<file path="src/sv/epoch_to_local_time_dst_assert.svh">
// ----------------------------------------------------------------------------
// Assertion macros for the epoch to local time converter
// Concurrent checks clocked on clk and disabled while arst_n is low.
// ----------------------------------------------------------------------------
`ifndef EPOCH_TO_LOCAL_TIME_DST_ASSERT_SVH
`define EPOCH_TO_LOCAL_TIME_DST_ASSERT_SVH
`ifndef SYNTH
// Same-cycle implication.
`define E2L_ASSERT_IMPL(label, ante, cons) \
	label: assert property (@(posedge clk) disable iff (!arst_n) (ante) |-> (cons)) \
		else $error("e2l assertion failed");
// Next-cycle implication.
`define E2L_ASSERT_NEXT(label, ante, cons) \
	label: assert property (@(posedge clk) disable iff (!arst_n) (ante) |=> (cons)) \
		else $error("e2l assertion failed");
`else
`define E2L_ASSERT_IMPL(label, ante, cons)
`define E2L_ASSERT_NEXT(label, ante, cons)
`endif
`endif

</file>
<file path="src/sv/e2l_pkg.sv">
// ----------------------------------------------------------------------------
// e2l_pkg
// Shared types and constants of the epoch to local time converter.
// ----------------------------------------------------------------------------
package e2l_pkg;

	// Width of the shared compare-subtract unit and its working remainder.
	localparam int ACC_W = 33;

	// Register indexes of the configuration port.
	localparam logic [1:0] REG_ZONE = 2'd0;
	localparam logic [1:0] REG_DST  = 2'd1;

	// Days from 1901-01-01 to 1970-01-01, as seconds; makes the time non-negative.
	localparam logic signed [33:0] DAY_BIAS_SEC = 34'sd2177452800;
	localparam logic signed [33:0] DST_SHIFT_SEC = 34'sd3600;

	// Restoring divisions: divisor pre-shifted by (steps - 1).
	localparam logic [ACC_W-1:0] DEN_DAY  = 33'd2831155200; // 86400 << 15
	localparam logic [3:0]       LAST_DAY = 4'd15;
	localparam logic [ACC_W-1:0] DEN_HOUR = 33'd57600;      // 3600 << 4
	localparam logic [3:0]       LAST_HOUR = 4'd4;
	localparam logic [ACC_W-1:0] DEN_MIN  = 33'd1920;       // 60 << 5
	localparam logic [3:0]       LAST_MIN = 4'd5;
	localparam logic [ACC_W-1:0] DEN_WDAY = 33'd28672;      // 7 << 12
	localparam logic [3:0]       LAST_WDAY = 4'd12;
	localparam logic [ACC_W-1:0] DEN_QUAD = 33'd46752;      // 1461 << 5
	localparam logic [3:0]       LAST_QUAD = 4'd5;
	localparam logic [ACC_W-1:0] DEN_MOD7 = 33'd896;        // 7 << 7
	localparam logic [3:0]       LAST_MOD7 = 4'd7;

	// Weekday of the biased day count: (day + 7340036) mod 7 == (biased + 2) mod 7.
	localparam logic [15:0] WDAY_OFFSET = 16'd2;
	localparam logic [ACC_W-1:0] YEAR_DAYS = 33'd365;
	localparam logic [10:0] SUN_BIAS = 11'd700;

	typedef struct packed {
		logic [5:0] second;
		logic [5:0] minute;
		logic [4:0] hour;
		logic [4:0] month_day;
		logic [3:0] month;
		logic [7:0] year_since_1900;
		logic [2:0] weekday;
		logic [8:0] year_day;
		logic       dst_active;
	} tm_t;

endpackage

</file>
<file path="src/sv/e2l_csub.sv">
// ----------------------------------------------------------------------------
// e2l_csub
// Shared compare-subtract unit: difference and a >= b flag.
// ----------------------------------------------------------------------------
module e2l_csub import e2l_pkg::*; (
	input  logic [ACC_W-1:0] a,
	input  logic [ACC_W-1:0] b,
	output logic [ACC_W-1:0] diff,
	output logic             ge
);

	logic [ACC_W:0] wide;

	always_comb begin
		wide = {1'b0, a} - {1'b0, b};
		diff = wide[ACC_W-1:0];
		ge   = ~wide[ACC_W];
	end

endmodule

</file>
<file path="src/sv/e2l_seq.sv">
// ----------------------------------------------------------------------------
// e2l_seq
// Sequencer that splits local time into calendar fields with one shared
// compare-subtract unit, then redoes the split when daylight saving is in force.
// ----------------------------------------------------------------------------
`include "epoch_to_local_time_dst_assert.svh"

module e2l_seq import e2l_pkg::*; (
	input  logic               clk,
	input  logic               arst_n,
	input  logic               start,
	input  logic signed [31:0] epoch,
	input  logic signed [16:0] zone,
	input  logic               dst_en,
	input  logic               take,
	output logic               busy,
	output logic               res_valid,
	output tm_t                res
);

	typedef enum logic [3:0] {
		S_IDLE, S_DAY, S_HOUR, S_MIN, S_WDAY, S_QUAD, S_YEAR, S_MONTH,
		S_BEG, S_END, S_DEC, S_DONE
	} state_t;

	state_t                  state_q;
	logic signed [33:0]      t_q;
	logic [ACC_W-1:0]        acc_q;
	logic [ACC_W-1:0]        den_q;
	logic [15:0]             quo_q;
	logic [3:0]              cnt_q;
	logic [15:0]             dayb_q;
	logic [5:0]              q4_q;
	logic [1:0]              yk_q;
	logic [3:0]              mon_q;
	logic                    leap_q;
	logic                    pass_q;
	logic signed [10:0]      beg_q;
	logic signed [10:0]      end_q;
	tm_t                     res_q;

	logic [ACC_W-1:0]        op_b;
	logic [ACC_W-1:0]        diff;
	logic                    ge;
	logic [15:0]             q_fin;
	logic [ACC_W-1:0]        r_fin;
	logic signed [33:0]      t_start;
	logic signed [33:0]      t_shift;
	logic [33:0]             tb_start;
	logic [33:0]             tb_shift;
	logic [8:0]              bd_beg;
	logic [8:0]              bd_end;
	logic [10:0]             num_beg;
	logic [10:0]             num_end;
	logic signed [10:0]      dayno;
	logic [4:0]              end_hour;
	logic                    in_win;

	function automatic logic [4:0] month_len(input logic [3:0] m, input logic leap);
		logic [4:0] len;
		case (m) inside
			4'd1:                      len = leap ? 5'd29 : 5'd28;
			4'd3, 4'd5, 4'd8, 4'd10:   len = 5'd30;
			default:                   len = 5'd31;
		endcase
		return len;
	endfunction

	// Shift a day on or after the end of February by one in leap years.
	function automatic logic [8:0] leap_adj(input logic [8:0] d, input logic leap);
		return (d >= 9'd58) ? d + {8'd0, leap} : d;
	endfunction

	always_comb begin
		unique case (state_q)
			S_YEAR:  op_b = YEAR_DAYS;
			S_MONTH: op_b = {28'd0, month_len(mon_q, leap_q)};
			default: op_b = den_q;
		endcase
	end

	e2l_csub u_csub (
		.a    (acc_q),
		.b    (op_b),
		.diff (diff),
		.ge   (ge)
	);

	always_comb begin
		q_fin = {quo_q[14:0], ge};
		r_fin = ge ? diff : acc_q;

		t_start  = $signed({{2{epoch[31]}}, epoch}) - $signed({{17{zone[16]}}, zone});
		t_shift  = t_q + DST_SHIFT_SEC;
		tb_start = t_start + DAY_BIAS_SEC;
		tb_shift = t_shift + DAY_BIAS_SEC;

		// Daylight window bounds in standard local time of pass one.
		if (res_q.year_since_1900 == 8'd74) begin
			bd_beg = leap_adj(9'd5, leap_q);
			bd_end = leap_adj(9'd333, leap_q);
		end else if (res_q.year_since_1900 == 8'd75) begin
			bd_beg = leap_adj(9'd58, leap_q);
			bd_end = leap_adj(9'd303, leap_q);
		end else begin
			bd_beg = leap_adj(9'd119, leap_q);
			bd_end = leap_adj(9'd303, leap_q);
		end
		num_beg = {2'd0, bd_beg} + {8'd0, res_q.weekday} + SUN_BIAS
			- {2'd0, res_q.year_day};
		num_end = {2'd0, bd_end} + {8'd0, res_q.weekday} + SUN_BIAS
			- {2'd0, res_q.year_day};

		dayno    = $signed({2'd0, res_q.year_day});
		end_hour = (res_q.year_since_1900 == 8'd88) ? 5'd2 : 5'd1;
		in_win   = ((dayno > beg_q) || (dayno == beg_q && res_q.hour >= 5'd2)) &&
			((dayno < end_q) || (dayno == end_q && res_q.hour < end_hour));
	end

	always_ff @(posedge clk or negedge arst_n) begin
		if (!arst_n) begin
			state_q <= S_IDLE;
			pass_q  <= 1'b0;
		end else begin
			unique case (state_q) inside
				S_IDLE: begin
					if (start) begin
						t_q              <= t_start;
						acc_q            <= tb_start[ACC_W-1:0];
						den_q            <= DEN_DAY;
						cnt_q            <= LAST_DAY;
						quo_q            <= '0;
						pass_q           <= 1'b0;
						res_q.dst_active <= 1'b0;
						state_q          <= S_DAY;
					end
				end
				S_DAY, S_HOUR, S_MIN, S_WDAY, S_QUAD, S_BEG, S_END: begin
					if (cnt_q != 4'd0) begin
						// One restoring division step.
						if (ge) begin
							acc_q <= diff;
						end
						quo_q <= q_fin;
						den_q <= den_q >> 1;
						cnt_q <= cnt_q - 4'd1;
					end else begin
						// Last step: hand quotient and remainder on.
						quo_q <= '0;
						unique case (state_q)
							S_DAY: begin
								dayb_q  <= q_fin;
								acc_q   <= {16'd0, r_fin[16:0]};
								den_q   <= DEN_HOUR;
								cnt_q   <= LAST_HOUR;
								state_q <= S_HOUR;
							end
							S_HOUR: begin
								res_q.hour <= q_fin[4:0];
								acc_q      <= r_fin;
								den_q      <= DEN_MIN;
								cnt_q      <= LAST_MIN;
								state_q    <= S_MIN;
							end
							S_MIN: begin
								res_q.minute <= q_fin[5:0];
								res_q.second <= r_fin[5:0];
								acc_q        <= {17'd0, dayb_q + WDAY_OFFSET};
								den_q        <= DEN_WDAY;
								cnt_q        <= LAST_WDAY;
								state_q      <= S_WDAY;
							end
							S_WDAY: begin
								res_q.weekday <= r_fin[2:0];
								acc_q         <= {17'd0, dayb_q};
								den_q         <= DEN_QUAD;
								cnt_q         <= LAST_QUAD;
								state_q       <= S_QUAD;
							end
							S_QUAD: begin
								q4_q    <= q_fin[5:0];
								acc_q   <= r_fin;
								yk_q    <= 2'd0;
								state_q <= S_YEAR;
							end
							S_BEG: begin
								beg_q   <= $signed({2'd0, bd_beg}) - $signed({8'd0, r_fin[2:0]});
								acc_q   <= {22'd0, num_end};
								den_q   <= DEN_MOD7;
								cnt_q   <= LAST_MOD7;
								state_q <= S_END;
							end
							default: begin
								end_q   <= $signed({2'd0, bd_end}) - $signed({8'd0, r_fin[2:0]});
								state_q <= S_DEC;
							end
						endcase
					end
				end
				S_YEAR: begin
					// Peel whole years off the four-year cycle.
					if (ge && yk_q != 2'd3) begin
						acc_q <= diff;
						yk_q  <= yk_q + 2'd1;
					end else begin
						res_q.year_since_1900 <= 8'd1 + {q4_q, 2'b00} + {6'd0, yk_q};
						res_q.year_day        <= acc_q[8:0];
						leap_q                <= (yk_q == 2'd3);
						mon_q                 <= 4'd0;
						state_q               <= S_MONTH;
					end
				end
				S_MONTH: begin
					if (ge && mon_q != 4'd11) begin
						acc_q <= diff;
						mon_q <= mon_q + 4'd1;
					end else begin
						res_q.month_day <= acc_q[4:0] + 5'd1;
						res_q.month     <= mon_q;
						if (pass_q) begin
							res_q.dst_active <= 1'b1;
							state_q          <= S_DONE;
						end else begin
							acc_q   <= {22'd0, num_beg};
							den_q   <= DEN_MOD7;
							cnt_q   <= LAST_MOD7;
							state_q <= S_BEG;
						end
					end
				end
				S_DEC: begin
					if (dst_en && in_win) begin
						// Add the daylight hour and split again.
						t_q     <= t_shift;
						acc_q   <= tb_shift[ACC_W-1:0];
						den_q   <= DEN_DAY;
						cnt_q   <= LAST_DAY;
						pass_q  <= 1'b1;
						state_q <= S_DAY;
					end else begin
						state_q <= S_DONE;
					end
				end
				S_DONE: begin
					if (take) begin
						state_q <= S_IDLE;
					end
				end
				default: begin
					state_q <= S_IDLE;
				end
			endcase
		end
	end

	assign busy      = (state_q != S_IDLE);
	assign res_valid = (state_q == S_DONE);
	assign res       = res_q;

	`E2L_ASSERT_NEXT(a_start_runs, start && state_q == S_IDLE, state_q == S_DAY)
	`E2L_ASSERT_IMPL(a_done_ranges, state_q == S_DONE, res_q.hour < 5'd24 && res_q.minute < 6'd60 && res_q.second < 6'd60 && res_q.month < 4'd12 && res_q.month_day != 5'd0)
	`E2L_ASSERT_IMPL(a_month_rem, state_q == S_MONTH, acc_q < 33'd366)
	`E2L_ASSERT_NEXT(a_dec_exit, state_q == S_DEC, state_q == S_DONE || state_q == S_DAY)

endmodule

</file>
<file path="src/sv/epoch_to_local_time_dst.sv">
// ----------------------------------------------------------------------------
// epoch_to_local_time_dst
// Converts signed seconds since 1970 GMT into local broken-down time with
// an optional daylight saving hour.
// ----------------------------------------------------------------------------
// Conversion time is set by the single compare-subtract unit that runs every
// division step and every year and month step in turn, with a second split
// for the daylight hour. in_stall is high while busy; no word is taken then.
// A finished word waits in the output register, so a new word is taken meanwhile.
// Reset: zone offset 28800, daylight rule on, no result pending.
// ----------------------------------------------------------------------------
module epoch_to_local_time_dst import e2l_pkg::*; (
	input  logic               clk,
	input  logic               arst_n,
	// configuration
	input  logic               cfg_we,
	input  logic [1:0]         cfg_index,
	input  logic [16:0]        cfg_data,
	// input word
	input  logic               in_valid,
	output logic               in_stall,
	input  logic signed [31:0] epoch_seconds,
	// output word
	output logic               out_valid,
	input  logic               out_stall,
	output logic [5:0]         second,
	output logic [5:0]         minute,
	output logic [4:0]         hour,
	output logic [4:0]         month_day,
	output logic [3:0]         month,
	output logic [7:0]         year_since_1900,
	output logic [2:0]         weekday,
	output logic [8:0]         year_day,
	output logic               dst_active
);

	logic signed [16:0] zone_q;
	logic               dst_en_q;
	logic               out_valid_q;
	tm_t                out_q;

	logic               busy;
	logic               res_valid;
	tm_t                res;
	logic               take;
	logic               start;

	// Configuration registers; writes beyond the register list drop.
	always_ff @(posedge clk or negedge arst_n) begin
		if (!arst_n) begin
			zone_q   <= 17'sd28800;
			dst_en_q <= 1'b1;
		end else if (cfg_we) begin
			unique case (cfg_index)
				REG_ZONE: zone_q   <= $signed(cfg_data);
				REG_DST:  dst_en_q <= cfg_data[0];
				default:  ;
			endcase
		end
	end

	// Accept a word only while the sequencer is idle.
	assign in_stall = busy;
	assign start    = in_valid && !busy;

	// Move the finished word into the output register once it is free.
	assign take = res_valid && (!out_valid_q || !out_stall);

	e2l_seq u_seq (
		.clk       (clk),
		.arst_n    (arst_n),
		.start     (start),
		.epoch     (epoch_seconds),
		.zone      (zone_q),
		.dst_en    (dst_en_q),
		.take      (take),
		.busy      (busy),
		.res_valid (res_valid),
		.res       (res)
	);

	// Output register: hold while stalled, load on take, drop when taken.
	always_ff @(posedge clk or negedge arst_n) begin
		if (!arst_n) begin
			out_valid_q <= 1'b0;
		end else if (take) begin
			out_valid_q <= 1'b1;
		end else if (!out_stall) begin
			out_valid_q <= 1'b0;
		end
	end

	always_ff @(posedge clk) begin
		if (take) begin
			out_q <= res;
		end
	end

	assign out_valid       = out_valid_q;
	assign second          = out_q.second;
	assign minute          = out_q.minute;
	assign hour            = out_q.hour;
	assign month_day       = out_q.month_day;
	assign month           = out_q.month;
	assign year_since_1900 = out_q.year_since_1900;
	assign weekday         = out_q.weekday;
	assign year_day        = out_q.year_day;
	assign dst_active      = out_q.dst_active;

endmodule
</file>
<file path="config.mk">
export PLATFORM = sky130hd
export DESIGN_NAME = epoch_to_local_time_dst
export DESIGN_NICKNAME = d
export VERILOG_FILES = /design/src/sv/e2l_pkg.sv /design/src/sv/e2l_csub.sv /design/src/sv/e2l_seq.sv /design/src/sv/epoch_to_local_time_dst.sv
export VERILOG_INCLUDE_DIRS = /design/src /design/src/sv
export SDC_FILE = /design/constraint.sdc
export NUM_CORES = 1
export LEC_CHECK = 0
export BUFFER_PORTS_ARGS = -buffer_cell sky130_fd_sc_hd__buf_4
export CAP_MARGIN = 20
export CORE_UTILIZATION = 60
export CTS_CLUSTER_DIAMETER = 100
export CTS_CLUSTER_SIZE = 28
export DETAILED_ROUTE_END_ITERATION = 12
export PLACE_DENSITY = 0.77
export SKIP_LAST_GASP = 1
export SLEW_MARGIN = 10
export SYNTH_ARGS = -nofsm -noshare
export SYNTH_HDL_FRONTEND = slang
export SYNTH_SLANG_ARGS = --single-unit
</file>
<file path="constraint.sdc">
create_clock -name clk -period 8.58 [get_ports clk]
set_input_delay 1.287 -clock clk [delete_from_list [all_inputs] [get_ports clk]]
set_output_delay 1.287 -clock clk [all_outputs]
set_load 0.01 [all_outputs]
</file>
==> results.md <==
* Status: finished, final reports clean
* CP Max Fanout at 19
* Drt wl/cell at 19.97 µm
* Syn Std Cell Area at 18560 µm²
* H-tree depth at 1
* Min Tclk post-route at between 7000 and 8000 ps
* Post-CTS setup buffers at 0
* Setup Viol. Count Final at 0
* Worst-path clk slew at 120 ps
* Layout area overhead at 8.866%
* Synthesized flop and latch total at 282
* Synth Area in XOR/XNOR at 0.05994
* Sw Pwr at roughly 0.0033 W
* Setup Skew at around 34 ps
* Most frequent cells in the layout: edfxtp_1, nand2_1, ha_1, a21oi_1, inv_1
* Final Hold Fails at 0
* Sequential share of power at 0.318
* R2R Path Start: u_seq.state_q[0]
* Netlist cell types at 92
* Vias in the first global route at 13937
* IO Count at ~110
* Switching part of the total at 0.4378
* Post-synth top area share at 0.4175
* Setup TNS Final at 0 ps
* Clk sinks at 282
* Mux contribution to synthesized area at 0.01375
* Clock power frac at 0.110
* Hpwl dp at between 30 and 40 mm
* Die area at 31640 µm²
* Worst path arrival time at 7330 ps
* Combinational share of power at 0.572
* Post-route ant nets at 0
* Maximum vdd drop at 0.0002851 V
* Layout cells sized above 1 at 0.1035
* CTS tree: done
* # nets final at ~2100
* Filler instances at 2417
* R2R Setup Slk at ~1500 ps
* Worst Setup Start Kind: flip-flop
* Max-slew violation count at 0
* Num CTS Buffers at 15
* Critical Path End Type: flip-flop
* Internal Pwr Total at 0.004220 W
* Placed insts at 2293
* Adder-cell share of the synthesized area at 0.1071
* Worst r2r path cells at 20
* Top cells by area, synth: edfxtp_1, ha_1, xnor2_1, a21oi_1, nand2_1
* Simple-Gate Fraction of Synth Area at 0.1432
* Vias at 14389
* RSZ-0062 raised after global routing: no
* Core Region at between 30000 and 40000 µm²
* Post-synthesis compound-gate area fraction at 0.1848
* Largest family of logic cells by synthesized area: compound AO/OA/AOI/OAI gates
* Syn. warnings at 0
* Hold EP: minute[0]
* Area leader, netlist: edfxtp_1
* Num rows at 64
* Hold bufs inserted after CTS at 0
* PD cells at 371.5 nW/µm²
* Synth Instances at 1839
* DIE WIDTH at 177.9 µm
* Max_slew headroom at 0.3059
* Largest net degree at the start of global routing at 51
* Fraction of registers with async set/reset at 0.08511
* Mean post-synth cell area at 10.09 µm²
* DRC at 0
* GRT Overall Usage at 0.2961
* Min-Delay Path Class: reg2reg
* Commonest non-fill, non-tap cell in the layout: edfxtp_1
* Initial antenna violation count at 0
* Syn_nets at 2049
* LEAKAGE at 8.083 nW
* PortBufs at 104
* Reg-to-reg endpoint: u_seq.beg_q[4]
* Hold Path Stages at 0
* Min-delay src: u_seq.res[35]
* Achievable Freq at 0.1419 GHz
* GPL Wtd Cong at around 0.94
* Initial DRC Count at 1188
* DR vias/cell at slightly above 6
* Final std cells w/o fill at 2319
* # resized after CTS at 0
* Most used DFF post-synth: edfxtp_1
* Crit path required time at 8860 ps
* Max-cap viol count at 0
* Kind of critical path: reg2reg
* Clk_lat worst skew at 520 ps
* Number of diodes at 0
* Register area share after synthesis at 0.4502
* CTS Buffer Depth at 3
* Global-route wire length before repair at ~73 mm
* Post-Route WL at roughly 46 mm
* Die Span Y at 177.9 µm
* Global route total overflow at 0
* Fin crit share at 0.8213
* Initial core utilization at 0.6083
* Post-synth EDFFs at about 260
* Clock root cell: clkbuf_16
* Worst-margin pin slew at between 1000 and 1500 ps
* Detailed-router iteration count before antenna repair at 6
[cell families (layout without fill, tap and decap cells)]
kind of cell	after synthesis	after routing
other	1	1
AO/OA/AOI/OAI	523	523
adder cells (fa/ha/maj)	154	154
multiplexers	24	24
buffers and inverters	192	276
AND/OR/NAND/NOR	536	536
XOR/XNOR	127	127
flip-flops	282	282
[per-stage QoR]
step	cell area, µm²	setup WS (ps)	hold slack, ps	power, W	util
6_report	20200	1534	430.3	0.007506	0.6622
5_1_grt	20200	1140	433.3	0.008036	0.6622
4_1_cts	20180	1719	430.5	0.007472	0.6615
3_5_place_dp	19720	1759	404.5	0.006644	0.6462
3_3_place_gp	19720	1881	400.8	0.006573	0.6462
2_1_floorplan	18560	1793	400.3	0.005530	-
[critical path, stage by stage (launching register included)]
cell	delay (ps)
dfrtp_1	740
inv_1	340
nor2_1	320
nand2_1	380
o21ai_0	420
inv_1	80
ha_1	270
nor2b_1	130
o21a_1	180
o31a_1	280
a31oi_1	500
o31ai_2	210
a21oi_1	260
o31a_1	540
inv_1	460
a21oi_1	530
ha_1	240
inv_1	60
fa_1	390
nand2b_1	200
ha_1	290
[layout make-up]
class | count | area (µm²) | area share
timing repair buffer | 121 | 920.9 | 0.04558
clock inverter | 5 | 63.81 | 0.003158
sequential | 282 | 8354 | 0.4135
inverter | 130 | 488.0 | 0.02415
tap | 396 | 495.5 | 0.02452
clock buffer | 20 | 404.1 | 0.02000
multi-input combinational | 1365 | 9477 | 0.4691
[sequential cells by signal, summed over array words and instances (netlist names), 4 cells and up]
name and count:
hour 5, minute 6, month 4, month_day 5
second 6, u_seq.acc_q 33, u_seq.beg_q 10, u_seq.cnt_q 4
u_seq.dayb_q 16, u_seq.den_q 32, u_seq.end_q 8, u_seq.mon_q 4
u_seq.q4_q 6, u_seq.quo_q 15, u_seq.res 47, u_seq.state_q 4
u_seq.t_q 33, year_day 9, year_since_1900 8, zone_q 17
[power by group through the flow]
stage               Clock [W]  Combinational (W)  Sequential (W)
finish               0.000823            0.00429         0.00239
floorplan                   0            0.00320         0.00233
detailed placement          0            0.00423         0.00242
global placement            0            0.00416         0.00241
global route         0.000877            0.00474         0.00242
CTS                  0.000832            0.00425         0.00239
[worst max-delay path by stage]
stage,startpoint,to,depth (start not counted)
2_1_floorplan,u_seq.state_q[0],u_seq.acc_q[0],22
3_3_place_gp,u_seq.state_q[2],u_seq.beg_q[4],19
3_5_place_dp,u_seq.state_q[0],u_seq.beg_q[4],20
4_1_cts,u_seq.state_q[0],u_seq.beg_q[4],20
5_1_grt,u_seq.state_q[0],u_seq.beg_q[4],20
6_report,u_seq.state_q[0],u_seq.beg_q[4],20
[synth_stat cells (6+ instances only)]
master    number
o21ai_1        6
fa_1           8
a211oi_1      15
nor2b_1       17
and3_1        32
o22ai_1       15
a21o_1        45
nand2b_1      18
o21a_1        18
nand4_1       20
a211o_1        7
edfxtp_1     258
o21ai_0      123
and4_1         7
a31oi_1       17
mux2_2        12
and2_1        44
mux2i_1       12
a22oi_1       18
nor3b_1        8
inv_1        130
clkbuf_1      35
nor3_1        23
ha_1         146
a21oi_1      131
o31ai_1        6
a221o_1       12
xor2_1        49
o221ai_1       7
o21bai_1      18
nand2_1      169
buf_1          8
dfrtp_1       19
nor2_1       108
buf_2         14
o211ai_1      23
nand3_1       48
a221oi_1      12
or3_1          7
xnor2_1       78
[layer usage]
layer	vias to the layer above	GRT usage	share of wire
li1	6912	-	-
met1	6948	0.3704	0.41
met2	418	0.5217	0.50
met3	111	0.02528	0.044
met4	0	0.1278	0.046
met5	-	0	0
Power figures use the tool's default switching activity.
